[config.mk]
export PLATFORM = sky130hd
export DESIGN_NAME = pidpc_queue
export DESIGN_NICKNAME = d
export VERILOG_FILES = /design/src/hdl/pidpc_queue.sv
export SDC_FILE = /design/constraint.sdc
export NUM_CORES = 1
export LEC_CHECK = 0
export BUFFER_PORTS_ARGS = -buffer_cell sky130_fd_sc_hd__buf_4
export CORE_MARGIN = 2
export CORE_UTILIZATION = 45
export DETAILED_ROUTE_END_ITERATION = 12
export HOLD_SLACK_MARGIN = 0.03
export SKIP_LAST_GASP = 1
export SLEW_MARGIN = 20
export SYNTH_ARGS = -nofsm -noshare
export SYNTH_HDL_FRONTEND = slang
export SYNTH_SLANG_ARGS = --single-unit
[constraint.sdc]
create_clock -name clock -period 2.24 [get_ports clock]
set_clock_uncertainty 0.2 [all_clocks]
set_input_delay 0.112 -clock clock [delete_from_list [all_inputs] [get_ports clock]]
set_output_delay 0.112 -clock clock [all_outputs]
set_load 0.005 [all_outputs]
[src/hdl/pidpc_queue.sv]
// short fifo between the front and the back of the controller
`timescale 1ns / 1ps
`default_nettype none

module pidpc_queue #(
   parameter int WIDTH = 8,
   parameter int DEPTH = 4
) (
   input  wire logic             clock,
   input  wire logic             reset,
   input  wire logic             push,
   input  wire logic [WIDTH-1:0] push_data,
   output      logic             in_ready,
   input  wire logic             pop,
   output      logic             out_valid,
   output      logic [WIDTH-1:0] out_data
);

   localparam int PTR_WIDTH = (DEPTH > 1) ? $clog2(DEPTH) : 1;
   localparam int CNT_WIDTH = $clog2(DEPTH + 1);
   localparam logic [PTR_WIDTH-1:0] LAST_PTR = PTR_WIDTH'(DEPTH - 1);
   localparam logic [CNT_WIDTH-1:0] FULL_CNT = CNT_WIDTH'(DEPTH);

   logic [WIDTH-1:0]     entry_ff [DEPTH];
   logic [PTR_WIDTH-1:0] wr_ptr_ff, wr_ptr_in;
   logic [PTR_WIDTH-1:0] rd_ptr_ff, rd_ptr_in;
   logic [CNT_WIDTH-1:0] count_ff, count_in;

   assign in_ready  = (count_ff != FULL_CNT);
   assign out_valid = (count_ff != '0);
   assign out_data  = entry_ff[rd_ptr_ff];

   // pointer and fill count update
   always_comb begin
      wr_ptr_in = wr_ptr_ff;
      rd_ptr_in = rd_ptr_ff;
      count_in  = count_ff;
      if (push) begin
         wr_ptr_in = (wr_ptr_ff == LAST_PTR) ? '0 : wr_ptr_ff + 1'b1;
      end
      if (pop) begin
         rd_ptr_in = (rd_ptr_ff == LAST_PTR) ? '0 : rd_ptr_ff + 1'b1;
      end
      if (push && !pop) begin
         count_in = count_ff + 1'b1;
      end else if (pop && !push) begin
         count_in = count_ff - 1'b1;
      end
   end

   always_ff @(posedge clock) begin
      if (reset) begin
         wr_ptr_ff <= '0;
         rd_ptr_ff <= '0;
         count_ff  <= '0;
      end else begin
         wr_ptr_ff <= wr_ptr_in;
         rd_ptr_ff <= rd_ptr_in;
         count_ff  <= count_in;
      end
   end

   // entry storage
   always_ff @(posedge clock) begin
      if (push) begin
         entry_ff[wr_ptr_ff] <= push_data;
      end
   end

   // fill count never runs past the depth
   a_count_bound: assert property (@(posedge clock) disable iff (reset)
      count_ff <= FULL_CNT)
      else $error("queue count beyond depth");

   // fill count rises on a push without a pop
   a_count_track: assert property (@(posedge clock) disable iff (reset)
      (push && !pop) |=> (count_ff == $past(count_ff) + 1'b1))
      else $error("queue count missed a push");

   // no push into a full queue, no pop from an empty one
   a_no_overrun: assert property (@(posedge clock) disable iff (reset)
      (!push || in_ready) && (!pop || out_valid))
      else $error("queue overrun or underrun");

endmodule

`default_nettype wire

==> flow_summary.json, run 1 <==
{
  "antenna_found_initial": 0,
  "finalSetupViolCount": 0,
  "end_kind": "flop",
  "cts_tree": "done",
  "finalNonFillerCells": 172,
  "antenna_left": 0,
  "io_pins": 22,
  "cp.required_ps": 2320,
  "r2r_cells": 4,
  "wire_per_inst_um": 14.3,
  "fmaxAchievable_mhz": 504,
  "htreeDepth": 2,
  "combPwrFrac_pct": 14.1,
  "crit_path_start": "pop",
  "multi_input_area_um2": 427,
  "rr_endpoint": "count_ff[2]",
  "hold_violations": 0,
  "final_util_pct": 58.5,
  "drtIter0Drc": 44,
  "drive_gt1_share_pct": 29.4,
  "yosysSeqAreaShare_pct": 71.4,
  "ff2ff_setup_slack_ps": 580,
  "powerDensity_mw_per_mm2": 725,
  "synth_nets": 106,
  "dieArea_mm2": 0.00405,
  "grt_pass1_wl_um": 4070,
  "grt_max_degree": 13,
  "insertion_delay_ps": 330,
  "r2r-start": "count_ff[0]",
  "nFillCells": 294,
  "regArea_mm2": 0.00114,
  "cp.arrival_ps": 2060,
  "synth_cells": 87,
  "dp.cells": 153,
  "syn_to_final_growth_pct": 23.0,
  "via_count": 830,
  "track_usage_pct": 14.1,
  "p_sw_share_pct": 22.6,
  "clockBufferDepth": 2,
  "start_util_pct": 47.5,
  "period_needed_ps": 1990,
  "ctsRootBufferMaster": "clkbuf_4",
  "drv_slew": 0,
  "post-route-period-util_pct": 88.6,
  "cp_max_fo": 3,
  "fin_hold_ws_ps": 316,
  "cts.sink_count": 41,
  "hold_path.class": "in2reg",
  "synthesis.area_mm2": 0.00160,
  "fp.dieH_um": 63.6,
  "grt_overflow": 0,
  "switching_power_w": 0.000322,
  "grt_pass1_vias": 868,
  "drv_cap": 0,
  "worst_setup_path_start_kind": "input pin",
  "rsz0062_at_grt": "no",
  "numCtsBuffers": 5,
  "avgSynthCellArea_um2": 18.4,
  "row_count": 21,
  "nets": 144,
  "min_from": "push_data[3]",
  "power_frac_seq_pct": 62.5,
  "critPathCapture": "count_ff[2]",
  "core_mm2": 0.00336,
  "path_clk_slew_ps": 110,
  "irDropWorstVdd_mv": 0.442,
  "routabilityCongestion": 0.621,
  "intPower_w": 0.00110,
  "firstDrtPassIters": 4,
  "status": "finished clean",
  "tns_ps": 0,
  "cellLeakagePower_nw": 0.736,
  "critPathKind": "in2reg",
  "die_w_um": 63.6,
  "tightest_slew_ps": 445,
  "drcViolationCount": 0,
  "cts_resized": 0,
  "wl_um": 2460,
  "slew_headroom_pct": 70.3,
  "diodes": 0,
  "dp_hpwl_um": 1680,
  "ys_warn_count": 0,
  "port_buffers": 21,
  "routed_via_density": 4.83,
  "clkPwrFrac_pct": 23.4,
  "synth-seq-cells": 41,
  "synth_cell_types": 17
}
state kept, by name (all words and copies together), names as in the netlist, named ones only:
name / flops
rd_ptr_ff: 2
count_ff: 3
wr_ptr_ff: 2
entry_ff: 32
critical path: stages:
cell and delay [ps]:
dlygate4sd3_1 530, buf_4 140, inv_1 70, ha_1 180, inv_1 60, fa_1 370, xor2_1 150, or3_1 300
a21oi_1 140
cells by family (layout without fill, tap and decap cells):
family	after synthesis	in the layout	synth area share (%)
compound gates	3	3	0.939
xor+xnor	2	2	1.10
fa+ha+maj	7	7	5.95
buf+inv	6	45	1.96
flops	41	41	71.4
mux	12	12	13.8
simple gates	16	16	4.93
metal layers:
metal  vias up  global-route usage [%]  share of wire [%]
met4         0                    5.71                1.9
li1        405                       -                  -
met3         5                    5.54                4.8
met2        19                    25.5                 53
met1       401                    14.4                 41
met5         -                       0                  0
Yosys cell counts:
cell type	n	share of area [%]
edfxtp_1	32	60
dfxtp_1	9	11
mux4_2	8	11
nor2_1	8	1.9
ha_1	6	4.7
and2_1	4	1.6
inv_1	4	0.94
mux2i_1	4	2.5
a21oi_1	2	0.63
or3_1	2	0.78
xor2_1	2	1.1
buf_6	1	0.70
clkbuf_2	1	0.31
fa_1	1	1.3
nand2_1	1	0.23
nor3b_1	1	0.47
o21ai_0	1	0.31
final cells by class:
| class | count | share of cell area [%] |
|---|---|---|
| Multi-Input combinational cell | 40 | 21.7 |
| Tap cell | 46 | 2.93 |
| Clock inverter | 2 | 0.509 |
| Sequential cell | 41 | 58.0 |
| Inverter | 4 | 0.763 |
| Timing Repair Buffer | 33 | 14.0 |
| Clock buffer | 6 | 2.10 |
power groups by stage:
stage / Sequential [W] / Combinational [W] / Clock, W
after floorplan: 0.000899 / 0.000109 / 0
after global placement: 0.000906 / 0.000181 / 0
after detailed placement: 0.000909 / 0.000189 / 0
after CTS: 0.000892 / 0.000205 / 0.000351
after global routing: 0.000896 / 0.000222 / 0.000389
final: 0.000891 / 0.000201 / 0.000334
placed cells by master, fill, tap and decap left out:
| cell type | count |
|---|---|
| clkbuf_1 | 1 |
| fa_1 | 1 |
| nand2_1 | 1 |
| dlygate4sd3_1 | 11 |
| clkinv_2 | 2 |
| a21oi_1 | 2 |
| xor2_1 | 2 |
| inv_1 | 4 |
| ha_1 | 6 |
| buf_4 | 22 |
| o21ai_0 | 1 |
| or3_1 | 2 |
| and2_1 | 4 |
| nor3b_1 | 1 |
| mux4_2 | 8 |
| mux2i_1 | 4 |
| dfxtp_1 | 9 |
| edfxtp_1 | 32 |
| clkbuf_4 | 5 |
| nor2_1 | 8 |
metrics by stage:
stage	cell area, um2	total power (W)	setup WS (ps)
2_1_floorplan	1600	0.00101	652
3_3_place_gp	1810	0.00109	511
3_5_place_dp	1810	0.00110	444
4_1_cts	1970	0.00145	264
5_1_grt	1970	0.00151	162
6_report	1970	0.00143	255
worst min-delay path by stage:
stage / cells after the start / end / slack, ps
floorplan: 1 / count_ff[2] / -20
global placement: 1 / entry_ff[2][6] / 110
detailed placement: 1 / entry_ff[3][6] / 120
CTS: 2 / entry_ff[3][6] / 300
global route: 2 / entry_ff[0][5] / 280
finish: 2 / entry_ff[1][3] / 320
timing repair:
item / 4_1_cts / 5_1_grt
buffers inserted: 0 / 0
hold buffers: 11 / 0
setup endpoints to repair: 0 / 0
endpoints found under the hold margin: 41 / 0
(Power assumes the default switching activity.)
==> run 2, diff against run 1 <==
- ABC_AREA: default -> 1
==> run 2 against run 1 <==
  * Power up 7.7%
  * Synthesized cell count rose by 56%
  * Fmax is 6.1% higher
  * Area after synthesis up 3.4%
  * Cell area is 4.1% higher
  * Worst hold slack improved by 16 ps
  * Sequential share of layout area is 2.3 points lower
  * Final cell count increased by 30%
  * Largest power group unchanged
  * Highest routed layer unchanged
==> flow_summary.json, run 2 <==
{
  "hold_violations": 0,
  "worst_setup_path_start_kind": "input pin",
  "path_clk_slew_ps": 70,
  "grt_pass1_vias": 1101,
  "antenna_found_initial": 0,
  "drive_gt1_share_pct": 18.3,
  "synth_area_leaders": "edfxtp_1 58%, dfxtp_1 11%, o21ai_0 4.8%",
  "synth-simple-area-share_pct": 8.77,
  "drtIter0Drc": 47,
  "synth_cell_types": 18,
  "synth_edf_count": 32,
  "synthAdderAreaFrac_pct": 5.75,
  "powerDensity_mw_per_mm2": 750,
  "drv_cap": 0,
  "synthesis.area_mm2": 0.00165,
  "r2r-start": "wr_ptr_ff[0]",
  "routabilityCongestion": 0.719,
  "drv_slew": 0,
  "yosys_most_used_dff": "edfxtp_1",
  "cp.required_ps": 2230,
  "synth.most_common_cell": "edfxtp_1",
  "yosysSeqAreaShare_pct": 69.0,
  "grt_max_degree": 17,
  "die_w_um": 64.6,
  "wire_per_inst_um": 13.4,
  "synth_nets": 155,
  "cp.arrival_ps": 1860,
  "power_w": 0.00153,
  "rsz0062_at_grt": "no",
  "synth_common_cells": "32 x edfxtp_1, 19 x nor2_1, 17 x inv_1",
  "final_cell_mix": "32 x edfxtp_1, 22 x buf_4, 19 x nor2_1",
  "synth_top_family_by_area": "compound AO/OA/AOI/OAI gates",
  "drcViolationCount": 0,
  "via_count": 1103,
  "cellLeakagePower_nw": 0.818,
  "max_flop_register": "entry_ff",
  "syn_to_final_growth_pct": 23.8,
  "synth_cells": 136,
  "yosysTopAreaCell": "edfxtp_1",
  "cts.sink_count": 41,
  "nFillCells": 300,
  "numCtsBuffers": 5,
  "min_from": "count_ff[1]",
  "clockBufferDepth": 2,
  "grt_overflow": 0,
  "track_usage_pct": 16.5,
  "io_pins": 22,
  "row_count": 22,
  "core_mm2": 0.00361,
  "nets": 193,
  "largest_reg_flops": 32,
  "htreeDepth": 2,
  "synth-seq-cells": 41,
  "fp.dieH_um": 64.6,
  "final_common_cell": "edfxtp_1",
  "synth_compound_area_share_pct": 11.0,
  "end_kind": "flop",
  "critPathKind": "in2reg",
  "antenna_left": 0,
  "top_regs": "entry_ff x32, count_ff x3",
  "cts_tree": "done",
  "post-route-period-util_pct": 83.5,
  "insertion_delay_ps": 280,
  "slew_headroom_pct": 74.9,
  "diodes": 0,
  "yosysTopAreaCellShare_pct": 58.1,
  "post-cts-setup-buffers": 0,
  "hold_path.class": "reg2reg",
  "dp_hpwl_um": 2070,
  "placed_cell_area_mm2": 0.00186,
  "ctsRootBufferMaster": "clkbuf_8",
  "cp_max_fo": 4,
  "synthMuxAreaShare_pct": 0,
  "finalSetupViolCount": 0,
  "routed_via_density": 4.95,
  "fin_hold_ws_ps": 332,
  "crit_path_start": "pop",
  "fmaxAchievable_mhz": 534,
  "grt_pass1_wl_um": 4950,
  "synth-xor-area-share_pct": 0,
  "tightest_slew_ps": 377,
  "ys_warn_count": 0,
  "status": "finished clean",
  "period_needed_ps": 1870,
  "start_util_pct": 45.9,
  "port_buffers": 21,
  "irDropWorstVdd_mv": 0.383,
  "tns_ps": 0,
  "avgSynthCellArea_um2": 12.2,
  "final_cell_area_mm2": 0.00205,
  "async_flop_share_pct": 0,
  "cts_resized": 0,
  "cts_hold_buffers": 11,
  "wl_um": 2990,
  "firstDrtPassIters": 4,
  "dieArea_mm2": 0.00418
}
run 2: per-stage QoR:
step                      instances  setup WS [ps]  utilization (%)
after floorplan                 136            877                -
after global placement          204            719             51.5
after detailed placement        204            643             51.5
after CTS                       223            379             56.8
after global routing            223            302             56.8
final                           223            369             56.8
run 2: path summary, 6_finish.rpt:
path,to,slack [ps],cells past startpoint
max,count_ff[2],370,12
min,count_ff[1],330,2
max reg2reg,entry_ff[2][4],770,4
min reg2reg,count_ff[1],330,2
run 2: final cells by class:
type / count / area [um2] / area share, %
Tap cell: 48 / 60.1 / 2.93
Sequential cell: 41 / 1140 / 55.7
Timing Repair Buffer: 33 / 275 / 13.4
Inverter: 18 / 67.6 / 3.30
Clock buffer: 7 / 76.3 / 3.73
Clock inverter: 1 / 3.75 / 0.183
Multi-Input combinational cell: 75 / 423 / 20.7
run 2: critical path, stage by stage:
cell,delay (ps)
dlygate4sd3_1,540
buf_4,130
inv_1,100
ha_1,180
inv_1,70
fa_1,380
inv_1,80
nand2_1,70
nand3_1,70
nand2_1,50
inv_1,40
nor2_1,30
run 2: cell families after synthesis:
kind of cell	count (synthesis)
AND/OR/NAND/NOR	35
flip-flops	41
AO/OA/AOI/OAI	33
adder cells (fa/ha/maj)	7
buffers and inverters	20
run 2: power breakdown:
part	internal [W]	total (W)	switching (W)	leakage, nW
combinational	0.000100	0.000208	0.000107	0.409
clock	0.000217	0.000442	0.000225	0.0399
sequential	0.000861	0.000885	0.0000236	0.369
run 2: routing by layer:
layer	up-vias	global-route usage [%]	wire length, um
met2	19	30.9	1620
met1	530	18.5	1240
met5	-	0	0
met3	4	3.13	89
met4	0	6.38	33
li1	550	-	-
