**src/hdl/pidpc_pkg.sv**
```systemverilog
// shared types and constants of the pid position controller
`timescale 1ns / 1ps
`default_nettype none

package pidpc_pkg;

   // register indexes on the csr write channel
   localparam int CSR_INDEX_WIDTH = 3;
   localparam logic [CSR_INDEX_WIDTH-1:0] REG_GAIN_P        = 3'd0;
   localparam logic [CSR_INDEX_WIDTH-1:0] REG_GAIN_I        = 3'd1;
   localparam logic [CSR_INDEX_WIDTH-1:0] REG_GAIN_D        = 3'd2;
   localparam logic [CSR_INDEX_WIDTH-1:0] REG_TARGET        = 3'd3;
   localparam logic [CSR_INDEX_WIDTH-1:0] REG_VOLTAGE_LIMIT = 3'd4;

   // field widths
   localparam int POS_WIDTH   = 32;
   localparam int ERR_WIDTH   = 33;
   localparam int DIFF_WIDTH  = 34;
   localparam int GAIN_WIDTH  = 32;
   localparam int LIMIT_WIDTH = 31;
   localparam int VOLT_WIDTH  = 32;

   // reset values
   localparam logic signed [GAIN_WIDTH-1:0] GAIN_P_RESET     = 32'sd328;
   localparam logic signed [GAIN_WIDTH-1:0] GAIN_I_RESET     = 32'sd0;
   localparam logic signed [GAIN_WIDTH-1:0] GAIN_D_RESET     = 32'sd0;
   localparam logic signed [POS_WIDTH-1:0]  TARGET_RESET     = 32'sd0;
   localparam logic [LIMIT_WIDTH-1:0]       LIMIT_RESET      = 31'd786432;

   // entries in the queue between front and back
   localparam int QUEUE_DEPTH = 4;

   // gains and clamp seen by the back end
   typedef struct packed {
      logic signed [GAIN_WIDTH-1:0] gain_p;
      logic signed [GAIN_WIDTH-1:0] gain_i;
      logic signed [GAIN_WIDTH-1:0] gain_d;
      logic [LIMIT_WIDTH-1:0]       voltage_limit;
   } gains_type;

endpackage

`default_nettype wire

```
**src/hdl/pidpc_front.sv**
```systemverilog
// front end: takes position beats, forms error, error sum and difference
`timescale 1ns / 1ps
`default_nettype none

module pidpc_front
   import pidpc_pkg::*;
#(
   parameter int SUM_WIDTH = 48
) (
   input  wire logic                        clock,
   input  wire logic                        reset,
   input  wire logic                        req_tvalid,
   output      logic                        req_tready,
   input  wire logic [POS_WIDTH-1:0]        req_tdata,   // [31:0] measured_position
   input  wire logic signed [POS_WIDTH-1:0] target,
   input  wire logic                        clear,
   input  wire logic                        q_ready,
   output      logic                        push,
   output      logic signed [ERR_WIDTH-1:0] push_err,
   output      logic signed [DIFF_WIDTH-1:0] push_diff,
   output      logic signed [SUM_WIDTH-1:0] push_sum
);

   logic signed [SUM_WIDTH-1:0] sum_ff, sum_in;
   logic signed [ERR_WIDTH-1:0] prev_ff, prev_in;
   logic signed [SUM_WIDTH:0]   sum_wide;
   logic signed [SUM_WIDTH-1:0] sum_sat;

   assign req_tready = q_ready;
   assign push       = req_tvalid && q_ready;

   // error against the target and difference from the last error
   assign push_err  = ERR_WIDTH'(target) - ERR_WIDTH'($signed(req_tdata));
   assign push_diff = DIFF_WIDTH'(push_err) - DIFF_WIDTH'(prev_ff);

   // saturating error sum
   always_comb begin
      sum_wide = (SUM_WIDTH + 1)'(sum_ff) + (SUM_WIDTH + 1)'(push_err);
      if (sum_wide[SUM_WIDTH] != sum_wide[SUM_WIDTH-1]) begin
         sum_sat = sum_wide[SUM_WIDTH] ? {1'b1, {(SUM_WIDTH - 1){1'b0}}}
                                       : {1'b0, {(SUM_WIDTH - 1){1'b1}}};
      end else begin
         sum_sat = sum_wide[SUM_WIDTH-1:0];
      end
   end
   assign push_sum = sum_sat;

   // state update, a target write clears the history
   always_comb begin
      sum_in  = sum_ff;
      prev_in = prev_ff;
      if (clear) begin
         sum_in  = '0;
         prev_in = '0;
      end else if (push) begin
         sum_in  = sum_sat;
         prev_in = push_err;
      end
   end

   always_ff @(posedge clock) begin
      if (reset) begin
         sum_ff  <= '0;
         prev_ff <= '0;
      end else begin
         sum_ff  <= sum_in;
         prev_ff <= prev_in;
      end
   end

   // a target write leaves a clean history
   a_clear_history: assert property (@(posedge clock) disable iff (reset)
      clear |=> (sum_ff == '0 && prev_ff == '0))
      else $error("history not cleared by target write");

endmodule

`default_nettype wire

```
**config.mk**
```make
export PLATFORM = sky130hd
export DESIGN_NAME = pidpc_front
export DESIGN_NICKNAME = d
export VERILOG_FILES = /design/src/hdl/pidpc_pkg.sv /design/src/hdl/pidpc_front.sv
export SDC_FILE = /design/constraint.sdc
export NUM_CORES = 1
export LEC_CHECK = 0
export BUFFER_PORTS_ARGS = -buffer_cell sky130_fd_sc_hd__buf_2
export CAP_MARGIN = 20
export CORE_MARGIN = 1
export CORE_UTILIZATION = 47
export DETAILED_ROUTE_END_ITERATION = 16
export GPL_ROUTABILITY_DRIVEN = 1
export PLACE_DENSITY = 0.69
export SLEW_MARGIN = 20
export SYNTH_ARGS = -nofsm -noshare
export SYNTH_HDL_FRONTEND = slang
export SYNTH_SLANG_ARGS = --single-unit
```
**constraint.sdc**
```tcl
create_clock -name clock -period 12 [get_ports clock]
set_clock_uncertainty 0.1 [all_clocks]
set_input_delay 1.8 -clock clock [delete_from_list [all_inputs] [get_ports clock]]
set_output_delay 1.8 -clock clock [all_outputs]
set_load 0.01 [all_outputs]
```
==> implementation parameters, run 1 <==
Parameter                              Value

Drt
  Antenna violation net count after detailed routing    0
  Final routed wirelength across all metal layers    between 20000 and 30000 µm
  Drc violations    0
  Violation count after the first detailed-route iteration    455
  Pre-antenna DRT Iters    5
  Routed WL per cell    15.37 µm
  Via density    5.565
  Via count    9227

Critical path
  Reg-to-Reg End    sum_ff[19]
  Required time of the critical path    just over 10000 ps
  Cell family contributing the most delay on the critical path    compound AO/OA/AOI/OAI gates
  Worst R2R Path Depth    15
  Buffers & Inverters on Critical Path    6
  Delay contributed by the slowest stage of the critical path    690 ps
  Type of the setup path with the least slack    in -> out
  Crit path arrival time    8840 ps
  Launch point of the critical path    req_tdata[0]
  Number of cells on the critical path    30
  Worst-case register-to-register setup slack    7640 ps
  Critical path endpoint category    output pin
  Crit path launch type    primary input
  Top fanout value on the critical path    34
  Slowest CP cell    sky130_fd_sc_hd__ha_1
  End of the critical path    push_sum[38]
  Crit Reg-Reg Startpoint    sum_ff[0]
  Most numerous cell on the critical path    sky130_fd_sc_hd__o21ai_0

Logic synthesis
  Number of enable flip-flop cells after synthesis    0
  Prevailing post-synth register cell    sky130_fd_sc_hd__dfxtp_1
  Synthesized net count    1425
  Share of synthesized registers carrying an async set or reset    0%
  Top area cells in the synthesized netlist    sky130_fd_sc_hd__dfxtp_1 (17%), sky130_fd_sc_hd__ha_1 (15%), sky130_fd_sc_hd__a21oi_1 (8.7%)
  Warnings, synthesis    0
  Gate count of the mapped netlist    around 1200
  Post-synthesis register bit count    81
  Cell taking the most area after synthesis    sky130_fd_sc_hd__dfxtp_1
  Cell variety after synth    76
  Share of the synthesized area in the top cell type    17.37%
  Mapped Area    9334 µm²
  Post-Syn Area per Cell    7.533 µm²
  Proportion of synthesized chip area in sequential cells    between 15 and 20%

Pwr
  Pleak    4.921 nW
  Ratio of total power to cell area    roughly 140 nW/µm²
  Total power    1.537 mW
  Worst supply voltage drop on vdd    about 0.067 mV

Placement
  Place WS    1359 ps
  IO Port Bufs    185
  Half-perimeter wire length of the detailed placement result    19630 µm
  Routability-driven placement congestion ratio    0.9188
  Instance count after placement with tap cells included    between 1500 and 2000
  Area post-placement    10400 µm²

Floorplanning
  Starting utilization of the core area    47.96%
  Floorplan core area    19460 µm²
  Chip Width    142.9 µm
  Total I/O pin count    roughly 190
  Chip Height    between 100 and 150 µm
  Die area    20430 µm²
  Rows    51

Finish
  Inserted Diodes    0
  Share of post-route cells with drive strength above 1    17.88%
  Post-layout nets    1574
  Layout Cells excl Fill    1658
  Total area of multi-input combinational cells    7097 µm²
  Register cell area after layout    1622 µm²
  Relative area change from synthesis to final layout    14.62%
  Final Core Density    54.97%
  Final Instance Area    10700 µm²
  # fillers    1930

STA
  Max-slew headroom    32.05%
  Post-route minimum period    10740 ps
  Fraction of the cycle the final worst path needs    89.53%
  Final Hold Viols    0
  Setup violators final    0
  Slew at the pin with the worst max-slew slack    1017 ps
  Final TNS setup    0 ps
  Minimum hold slack    354.9 ps
  Min setup slack post-route    1256 ps
  RSZ-0062 raised after global routing    no
  Maximum clock frequency    93.08 MHz
  Max Slew Vio Count    0

Global routing
  First-pass GRT wire length    41600 µm
  Vias in the first global route    between 8000 and 9000
  Overflow after GRT    0
  Total routing resource utilization after global routing    around a quarter
  Antenna violations before repair    0
  Maximum number of pins on one net before global-route repair    80

Clock tree
  Source-to-sink clock delay at the later pin of the worst-skew pair    350 ps
  Clock-pin slew reported for the worst setup and hold paths after clock tree synthesis    approximately 60 ps
  Clock Sinks    81
  Setup Fix Bufs, Post-CTS    0
  Post-CTS sizing    0
  Num CTS Buffers    9
  CTS root buffer    sky130_fd_sc_hd__clkbuf_16
  Level count of the clock H-tree    3
  Clock buffer depth    2
  Clock tree from TritonCTS    yes
  Hold buffer count at CTS    0

Run
  Max-cap violation count    0

Min path
  Classification of the worst-slack hold path    reg -> reg

Outcome
  Outcome    complete, no violations
flip-flops by register name, indices dropped and copies added (netlist names):
| name | cells |
|---|---|
| prev_ff | 33 |
| sum_ff | 48 |
worst reg2reg max path: stages (launching register included):
cell                        delay (ps)
sky130_fd_sc_hd__dfxtp_1           320
sky130_fd_sc_hd__ha_1              230
sky130_fd_sc_hd__fa_1              410
sky130_fd_sc_hd__a21oi_1           240
sky130_fd_sc_hd__o22ai_1           170
sky130_fd_sc_hd__o221ai_1          350
sky130_fd_sc_hd__o2111ai_2         220
sky130_fd_sc_hd__a41oi_1           410
sky130_fd_sc_hd__o21ai_1           180
sky130_fd_sc_hd__nand4_1           180
sky130_fd_sc_hd__a221oi_2          110
sky130_fd_sc_hd__o22a_2            230
sky130_fd_sc_hd__buf_4             300
sky130_fd_sc_hd__a21oi_2           190
sky130_fd_sc_hd__buf_4             430
sky130_fd_sc_hd__a21oi_1           140
report_power, final:
part / switching (mW) / internal, mW
Clock: 0.125 / 0.163
Sequential: 0.00580 / 0.279
Combinational: 0.574 / 0.390
Total: 0.705 / 0.832
synthesized netlist by cell type (6+ instances only):
cell type,count
sky130_fd_sc_hd__xnor2_1,65
sky130_fd_sc_hd__inv_1,94
sky130_fd_sc_hd__nor2b_1,13
sky130_fd_sc_hd__clkbuf_1,28
sky130_fd_sc_hd__nand3_1,29
sky130_fd_sc_hd__a21oi_1,162
sky130_fd_sc_hd__o21bai_1,17
sky130_fd_sc_hd__buf_1,6
sky130_fd_sc_hd__o21ai_1,32
sky130_fd_sc_hd__xor2_1,36
sky130_fd_sc_hd__o211ai_1,7
sky130_fd_sc_hd__nand2_1,103
sky130_fd_sc_hd__nand4_1,8
sky130_fd_sc_hd__and3_1,20
sky130_fd_sc_hd__o21a_1,10
sky130_fd_sc_hd__o21ai_0,98
sky130_fd_sc_hd__nor3_1,16
sky130_fd_sc_hd__buf_2,9
sky130_fd_sc_hd__dfxtp_1,81
sky130_fd_sc_hd__maj3_1,43
sky130_fd_sc_hd__a31oi_1,8
sky130_fd_sc_hd__a211oi_1,11
sky130_fd_sc_hd__ha_1,114
sky130_fd_sc_hd__buf_4,8
sky130_fd_sc_hd__nand2b_1,15
sky130_fd_sc_hd__nor2_1,53
sky130_fd_sc_hd__a21o_1,54
sky130_fd_sc_hd__and2_1,7
cells by family (layout without fill, tap and decap cells):
family                     after synthesis  in the layout  share of synthesized area, %
buffers and inverters                  151            305                         6.836
AOI/OAI and AO/OA                      464            464                         31.27
DFF                                     81             81                         17.37
adders and majority gates              162            162                         20.78
and+or+nand+nor                        278            278                         13.91
xor gates and xnor gates               103            103                         9.826
layer usage:
| layer | global-route usage [%] | vias up | wire [µm] |
|---|---|---|---|
| li1 | - | 4747 | - |
| met1 | 35.19 | 4196 | 12530 |
| met2 | 39.97 | 249 | 11150 |
| met3 | 3.018 | 35 | 1258 |
| met4 | 9.338 | 0 | 548 |
| met5 | 0 | - | 0 |
how the worst min path moves through the flow:
stage          cells after the start     endpoint  slack, ps   startpoint
6_report                           2  prev_ff[13]        350  prev_ff[13]
3_3_place_gp                       2  prev_ff[20]        340  prev_ff[20]
3_5_place_dp                       2  prev_ff[19]        350  prev_ff[19]
4_1_cts                            2  prev_ff[19]        360  prev_ff[19]
2_1_floorplan                      2  prev_ff[10]        340  prev_ff[10]
5_1_grt                            2  prev_ff[27]        380  prev_ff[27]
cell usage in the layout (no fill, tap or decap), types with 7 or more instances in the layout:
cell / n
sky130_fd_sc_hd__a21oi_1: 161
sky130_fd_sc_hd__xor2_1: 36
sky130_fd_sc_hd__nor2_1: 52
sky130_fd_sc_hd__xnor2_1: 65
sky130_fd_sc_hd__o21a_1: 10
sky130_fd_sc_hd__maj3_1: 43
sky130_fd_sc_hd__nor2b_1: 13
sky130_fd_sc_hd__clkbuf_16: 9
sky130_fd_sc_hd__a31oi_1: 8
sky130_fd_sc_hd__o21ai_1: 32
sky130_fd_sc_hd__nand4_1: 8
sky130_fd_sc_hd__nand2b_1: 15
sky130_fd_sc_hd__a21o_1: 54
sky130_fd_sc_hd__o21ai_0: 98
sky130_fd_sc_hd__o21bai_1: 17
sky130_fd_sc_hd__a211oi_1: 11
sky130_fd_sc_hd__nand2_1: 103
sky130_fd_sc_hd__and2_1: 7
sky130_fd_sc_hd__inv_1: 94
sky130_fd_sc_hd__and3_1: 20
sky130_fd_sc_hd__o211ai_1: 7
sky130_fd_sc_hd__dfxtp_1: 81
sky130_fd_sc_hd__ha_1: 114
sky130_fd_sc_hd__buf_4: 8
sky130_fd_sc_hd__buf_2: 185
sky130_fd_sc_hd__nand3_1: 29
sky130_fd_sc_hd__nor3_1: 16
area by class of cell:
cell class | count | share of cell area (%)
multi-input cells | 1007 | 66.33
inverters | 96 | 3.368
clock buffers | 9 | 2.105
flip-flops and latches | 81 | 15.16
repair buffers | 193 | 9.215
well taps | 265 | 3.099
clock inverters | 7 | 0.7251
(Power assumes the default switching activity.)
==> run 2, diff against run 1 <==
--- a/config.mk
+++ b/config.mk
@@ -9,9 +9,11 @@
 export CAP_MARGIN = 20
 export CORE_MARGIN = 1
 export CORE_UTILIZATION = 47
+export CTS_BUF_LIST = sky130_fd_sc_hd__clkbuf_8
 export DETAILED_ROUTE_END_ITERATION = 16
 export GPL_ROUTABILITY_DRIVEN = 1
 export PLACE_DENSITY = 0.69
+export RECOVER_POWER = 100
 export SLEW_MARGIN = 20
 export SYNTH_ARGS = -nofsm -noshare
 export SYNTH_HDL_FRONTEND = slang
==> implementation parameters, run 2 (same netlist as run 1, synthesis figures left out) <==
Parameter                              Value

Min path
  Classification of the worst-slack hold path    reg -> reg
  Number of cells on the worst hold path    2 (unchanged)

Floorplanning
  Chip Width    142.9 µm (unchanged)
  Floorplan core area    19460 µm² (unchanged)
  Rows    51 (unchanged)
  Chip Height    142.9 µm (unchanged)
  Total I/O pin count    186 (unchanged)
  Die area    20430 µm² (unchanged)
  Starting utilization of the core area    47.96% (unchanged)

Global routing
  Maximum number of pins on one net before global-route repair    80 (unchanged)
  GR Layer Usage met2    40.31% (+0.33 points)
  Routing layer with the top usage in global route    met2
  Overflow after GRT    0 (unchanged)
  Met1 usage    35.23% (+0.041 points)
  First-pass GRT wire length    41550 µm (-0.12%)
  Vias in the first global route    8512 (-0.14%)
  Antenna violations before repair    0 (unchanged)
  Met3 routing resource usage after global routing    2.918% (-0.10 points)
  Total routing resource utilization after global routing    25.29% (-0.057 points)

Run
  Max-cap violation count    3 (+3)

STA
  Setup violators final    0 (unchanged)
  Fraction of the cycle the final worst path needs    91.67% (+2.1 points)
  RSZ-0062 raised after global routing    no
  Max Slew Vio Count    157 (+157)
  Slew at the pin with the worst max-slew slack    3291 ps (+2274 ps)
  Post-route minimum period    11000 ps (+257.4 ps)
  Min setup slack post-route    999.1 ps (-257.4 ps)
  Maximum clock frequency    90.90 MHz (-2.3%)
  Minimum hold slack    360.4 ps (+5.497 ps)
  Final Hold Viols    0 (unchanged)
  Final TNS setup    0 ps (unchanged)
  Max-slew headroom    -119.4% (-150 points)

Outcome
  Failing checks    max-capacitance violations, max-slew violations
  Outcome    finished, violations left

Clock tree
  Clock tree from TritonCTS    yes
  Hold buffer count at CTS    0 (unchanged)
  Clock buffer depth    2 (unchanged)
  Clock Sinks    81 (unchanged)
  Clock-pin slew reported for the worst setup and hold paths after clock tree synthesis    90 ps (+30 ps)
  Source-to-sink clock delay at the later pin of the worst-skew pair    370 ps (+20 ps)
  Post-CTS sizing    0 (unchanged)
  Level count of the clock H-tree    3 (unchanged)
  Setup Fix Bufs, Post-CTS    0 (unchanged)
  CTS root buffer    sky130_fd_sc_hd__clkbuf_8
  Num CTS Buffers    9 (unchanged)

Drt
  Violation count after the first detailed-route iteration    453 (-0.44%)
  Routed WL per cell    15.35 µm (-0.15%)
  Pre-antenna DRT Iters    6 (+1)
  Drc violations    0 (unchanged)
  Via count    9258 (+0.34%)
  Via density    5.584 (+0.34%)
  Antenna violation net count after detailed routing    0 (unchanged)
  Final routed wirelength across all metal layers    25440 µm (-0.15%)

Finish
  Most frequent cells in the layout    sky130_fd_sc_hd__a21oi_1 (162), sky130_fd_sc_hd__clkbuf_1 (119), sky130_fd_sc_hd__ha_1 (114)
  # fillers    2009 (+4.1%)
  Inserted Diodes    0 (unchanged)
  Most common cell after layout, fill and taps aside    sky130_fd_sc_hd__a21oi_1
  Final Core Density    53.55% (-1.4 points)
  Relative area change from synthesis to final layout    11.66%
  Max reg flops    48 (unchanged)
  Share of post-route cells with drive strength above 1    8.830% (-9.0 points)
  Regs by FF count    sum_ff x48, prev_ff x33
  Final Instance Area    10420 µm² (-2.6%)
  Total area of multi-input combinational cells    7081 µm² (-0.23%)
  Largest Register    sum_ff
  Register cell area after layout    1622 µm² (unchanged)
  Post-layout nets    1574 (unchanged)

Critical path
  Worst R2R Path Depth    15 (unchanged)
  Top fanout value on the critical path    34 (unchanged)
  Crit path arrival time    9100 ps (+260 ps)
  Slowest CP cell    sky130_fd_sc_hd__ha_1
  Required time of the critical path    10100 ps (about the same)
  Delay contributed by the slowest stage of the critical path    690 ps (about the same)
  Critical path endpoint category    output pin
  Most numerous cell on the critical path    sky130_fd_sc_hd__o21ai_0
  Type of the setup path with the least slack    in -> out
  Crit path launch type    primary input
  Worst-case register-to-register setup slack    6480 ps (-1160 ps)

Pwr
  Ratio of total power to cell area    136.9 nW/µm² (-4.7%)
  Pleak    4.533 nW (-7.9%)
  Worst supply voltage drop on vdd    0.05385 mV (-20%)

Placement
  Area post-placement    10400 µm² (unchanged)
  Half-perimeter wire length of the detailed placement result    19630 µm (unchanged)
  Place WS    1359 ps (unchanged)
  IO Port Bufs    185 (unchanged)
  Routability-driven placement congestion ratio    0.9188 (unchanged)
-- run 2: cell count changes in the layout (fill, tap and decap cells not counted), moves of 2 or more --
cell                        before  now
sky130_fd_sc_hd__clkbuf_8        0    9
sky130_fd_sc_hd__buf_2         185   70
sky130_fd_sc_hd__maj3_2          2    0
sky130_fd_sc_hd__clkbuf_1        0  119
sky130_fd_sc_hd__inv_2           2    0
sky130_fd_sc_hd__buf_4           8    4
sky130_fd_sc_hd__clkbuf_16       9    0
sky130_fd_sc_hd__maj3_1         43   45
-- run 2: path summary, 6_finish.rpt --
| kind | startpoint | endpoint |
|---|---|---|
| max | req_tdata[0] | push_sum[38] |
| min | prev_ff[13] | prev_ff[13] |
| min reg2reg | prev_ff[13] | prev_ff[13] |
| max reg2reg | sum_ff[0] | sum_ff[19] |
-- run 2: power by group --
group | switching (mW) | total, mW | internal, mW
Clock | 0.115 | 0.213 | 0.0979
Combinational | 0.576 | 0.928 | 0.352
Sequential | 0.00585 | 0.285 | 0.279
-- run 2: layer usage --
layer | wire [µm] | vias up
met2 | 11130 | 246
li1 | - | 4744
met1 | 12540 | 4233
met4 | 522 | 0
met5 | 0 | -
met3 | 1250 | 35
-- run 2: area by class of cell --
class | count | share of cell area, %
timing repair buffer | 193 | 7.935
inverter | 96 | 3.457
clock buffer | 9 | 1.188
sequential | 81 | 15.56
tap | 265 | 3.181
clock inverter | 7 | 0.7443
multi-input combinational | 1007 | 67.94
-- run 2: stage by stage --
step           std cells  total power [mW]
6_report            1658             1.426
5_1_grt             1658             1.544
4_1_cts             1658             1.463
3_5_place_dp        1642             1.246
3_3_place_gp        1642             1.239
2_1_floorplan       1239            0.9667
-- run 2: worst max-delay path, delay by kind of cell --
family	cells	cell delay [ps]
adders and majority gates	4	1740
AOI/OAI and AO/OA	16	3630
buffers and inverters	6	1050
and+or+nand+nor	4	870
==> run 3, diff against run 2 <==
--- a/config.mk
+++ b/config.mk
@@ -12,8 +12,8 @@
 export CTS_BUF_LIST = sky130_fd_sc_hd__clkbuf_8
 export DETAILED_ROUTE_END_ITERATION = 16
 export GPL_ROUTABILITY_DRIVEN = 1
+export GPL_TIMING_DRIVEN = 0
 export PLACE_DENSITY = 0.69
-export RECOVER_POWER = 100
 export SLEW_MARGIN = 20
 export SYNTH_ARGS = -nofsm -noshare
 export SYNTH_HDL_FRONTEND = slang
==> implementation parameters, run 3 (same netlist as run 1, synthesis figures left out) <==
Parameter                              Value

Drt
  Via density    5.539 (-0.80%)
  Pre-antenna DRT Iters    5 (-1)
  Via count    9444 (+2.0%)
  Violation count after the first detailed-route iteration    550 (+21%)
  Antenna violation net count after detailed routing    0 (unchanged)
  Routed WL per cell    15.50 µm (+1.0%)
  Drc violations    0 (unchanged)
  Final routed wirelength across all metal layers    26430 µm (+3.9%)

STA
  Maximum clock frequency    90.21 MHz (-0.76%)
  Final TNS setup    0 ps (unchanged)
  Fraction of the cycle the final worst path needs    92.37% (+0.70 points)
  Post-route minimum period    11080 ps (+83.99 ps)
  Max Slew Vio Count    0 (-100%)
  Max-slew headroom    44.16% (+160 points)
  Setup violators final    0 (unchanged)
  Final Hold Viols    0 (unchanged)
  Minimum hold slack    360.6 ps (+0.1910 ps)
  Slew at the pin with the worst max-slew slack    835.5 ps (-2456 ps)
  RSZ-0062 raised after global routing    no

Floorplanning
  Rows    51 (unchanged)
  Chip Height    142.9 µm (unchanged)
  Starting utilization of the core area    47.96% (unchanged)
  Total I/O pin count    186 (unchanged)
  Floorplan core area    19460 µm² (unchanged)
  Chip Width    142.9 µm (unchanged)
  Die area    20430 µm² (unchanged)

Pwr
  Pint    787.4 µW (+8.0%)
  Switching power as a share of total power    47.18% (-1.7 points)
  Psw    703.3 µW (+0.84%)
  Pleak    4.987 nW (+10%)
  Clock power share    15.0% (about the same)
  Worst supply voltage drop on vdd    0.05207 mV (-3.3%)
  Share of total power in sequential cells    19.1% (-0.9 points)
  Gate power share    65.9% (+0.8 points)
  Total power    1.491 mW (+4.5%)
  Ratio of total power to cell area    138.0 nW/µm² (+0.82%)

Finish
  Relative area change from synthesis to final layout    15.75%
  Final Instance Area    10800 µm² (+3.7%)
  Post-layout nets    1621 (+3.0%)
  Max reg flops    48 (unchanged)
  Inserted Diodes    0 (unchanged)
  Largest Register    sum_ff
  Regs by FF count    sum_ff x48, prev_ff x33
  Share of post-route cells with drive strength above 1    17.99% (+9.2 points)
  Layout Cells excl Fill    1705 (+2.8%)
  Most common cell after layout, fill and taps aside    sky130_fd_sc_hd__buf_2
  Most frequent cells in the layout    sky130_fd_sc_hd__buf_2 (194), sky130_fd_sc_hd__a21oi_1 (162), sky130_fd_sc_hd__ha_1 (114)

Placement
  Area post-placement    10590 µm² (+1.9%)
  Half-perimeter wire length of the detailed placement result    21390 µm (+9.0%)
  Routability-driven placement congestion ratio    0.9145 (-0.47%)
  IO Port Bufs    185 (unchanged)
  Instance count after placement with tap cells included    1689 (+2.9%)

Min path
  Classification of the worst-slack hold path    reg -> reg
  Critical hold path startpoint    prev_ff[23]

Critical path
  Launch point of the critical path    req_tdata[0]
  Delay contributed by the slowest stage of the critical path    570 ps (-120 ps)
  Top fanout value on the critical path    19 (-44%)
  Crit path arrival time    9180 ps (+80 ps)
  Required time of the critical path    10100 ps (about the same)
  Type of the setup path with the least slack    in -> out
  Buffers & Inverters on Critical Path    5 (-1)
  Critical path endpoint category    output pin
  Crit path launch type    primary input
  Crit Reg-Reg Startpoint    sum_ff[0]
  Cell family contributing the most delay on the critical path    compound AO/OA/AOI/OAI gates
  Slowest CP cell    sky130_fd_sc_hd__o21ai_0
  Most numerous cell on the critical path    sky130_fd_sc_hd__o21ai_0

Global routing
  Total routing resource utilization after global routing    26.26% (+0.97 points)
  First-pass GRT wire length    42900 µm (+3.3%)
  Antenna violations before repair    0 (unchanged)
  Maximum number of pins on one net before global-route repair    20 (-75%)
  Vias in the first global route    8764 (+3.0%)
  Overflow after GRT    0 (unchanged)

Outcome
  Outcome    complete, no violations

Clock tree
  Clock buffer depth    2 (unchanged)
  Clock-pin slew reported for the worst setup and hold paths after clock tree synthesis    90 ps (about the same)
  Level count of the clock H-tree    3 (unchanged)
  Num CTS Buffers    9 (unchanged)
  Setup Fix Bufs, Post-CTS    0 (unchanged)
  CTS root buffer    sky130_fd_sc_hd__clkbuf_8
  Post-CTS sizing    0 (unchanged)
  Clock tree from TritonCTS    yes
  Hold buffer count at CTS    0 (unchanged)
  Clock Sinks    81 (unchanged)
  Source-to-sink clock delay at the later pin of the worst-skew pair    390 ps (+20 ps)

Run
  Max-cap violation count    0 (-3)
## run 3: cell count changes in the layout (fill, tap and decap cells not counted), sizes merged
cell / delta
clkinvlp: -3
clkinv: +1
clkbuf: -89
buf: +138
## run 3: worst reg2reg max path, delay by kind of cell (launching register included)
kind	cells	cell delay, ps
flip-flops	1	320
buffers and inverters	2	510
adder cells (fa/ha/maj)	2	650
AO/OA/AOI/OAI	10	2300
AND/OR/NAND/NOR	1	190
## run 3: worst paths after layout
path             endpoint  slack (ps)  depth (start not counted)
min           prev_ff[23]         360                          2
max          push_sum[18]         920                         29
max reg2reg    sum_ff[15]        7800                         15
min reg2reg   prev_ff[23]         360                          2
## run 3: final cells by class
class	instances	area, µm²
well taps	265	331.6
clock buffers	11	151.4
clock inverters	5	61.31
repair buffers	185	925.9
multi-input cells	1007	7074
inverters	96	360.3
fillers	1963	8658
plain buffers	55	277.8
flip-flops and latches	81	1622
## run 3: per-stage QoR
| step | util, % | setup slack [ps] |
|---|---|---|
| finish | 55.51 | 915.1 |
| global route | 55.51 | 485.7 |
| CTS | 55.51 | 1032 |
| detailed placement | 54.42 | 1049 |
| global placement | 54.42 | 1138 |
| floorplan | - | 2805 |
## run 3: power by group through the flow
stage	combinational (mW)	clock [mW]	sequential, mW
finish	0.983	0.223	0.285
global route	1.08	0.237	0.286
CTS	0.979	0.225	0.285
detailed placement	0.974	0	0.291
global placement	0.966	0	0.290
floorplan	0.677	0	0.289
## run 3: per-layer routing
metal	wire length, µm	up-vias	GRT usage, %
li1	-	4838	-
met2	11810	238	42.62
met3	1226	41	3.353
met4	546	0	8.489
met5	0	-	0
met1	12850	4327	35.79
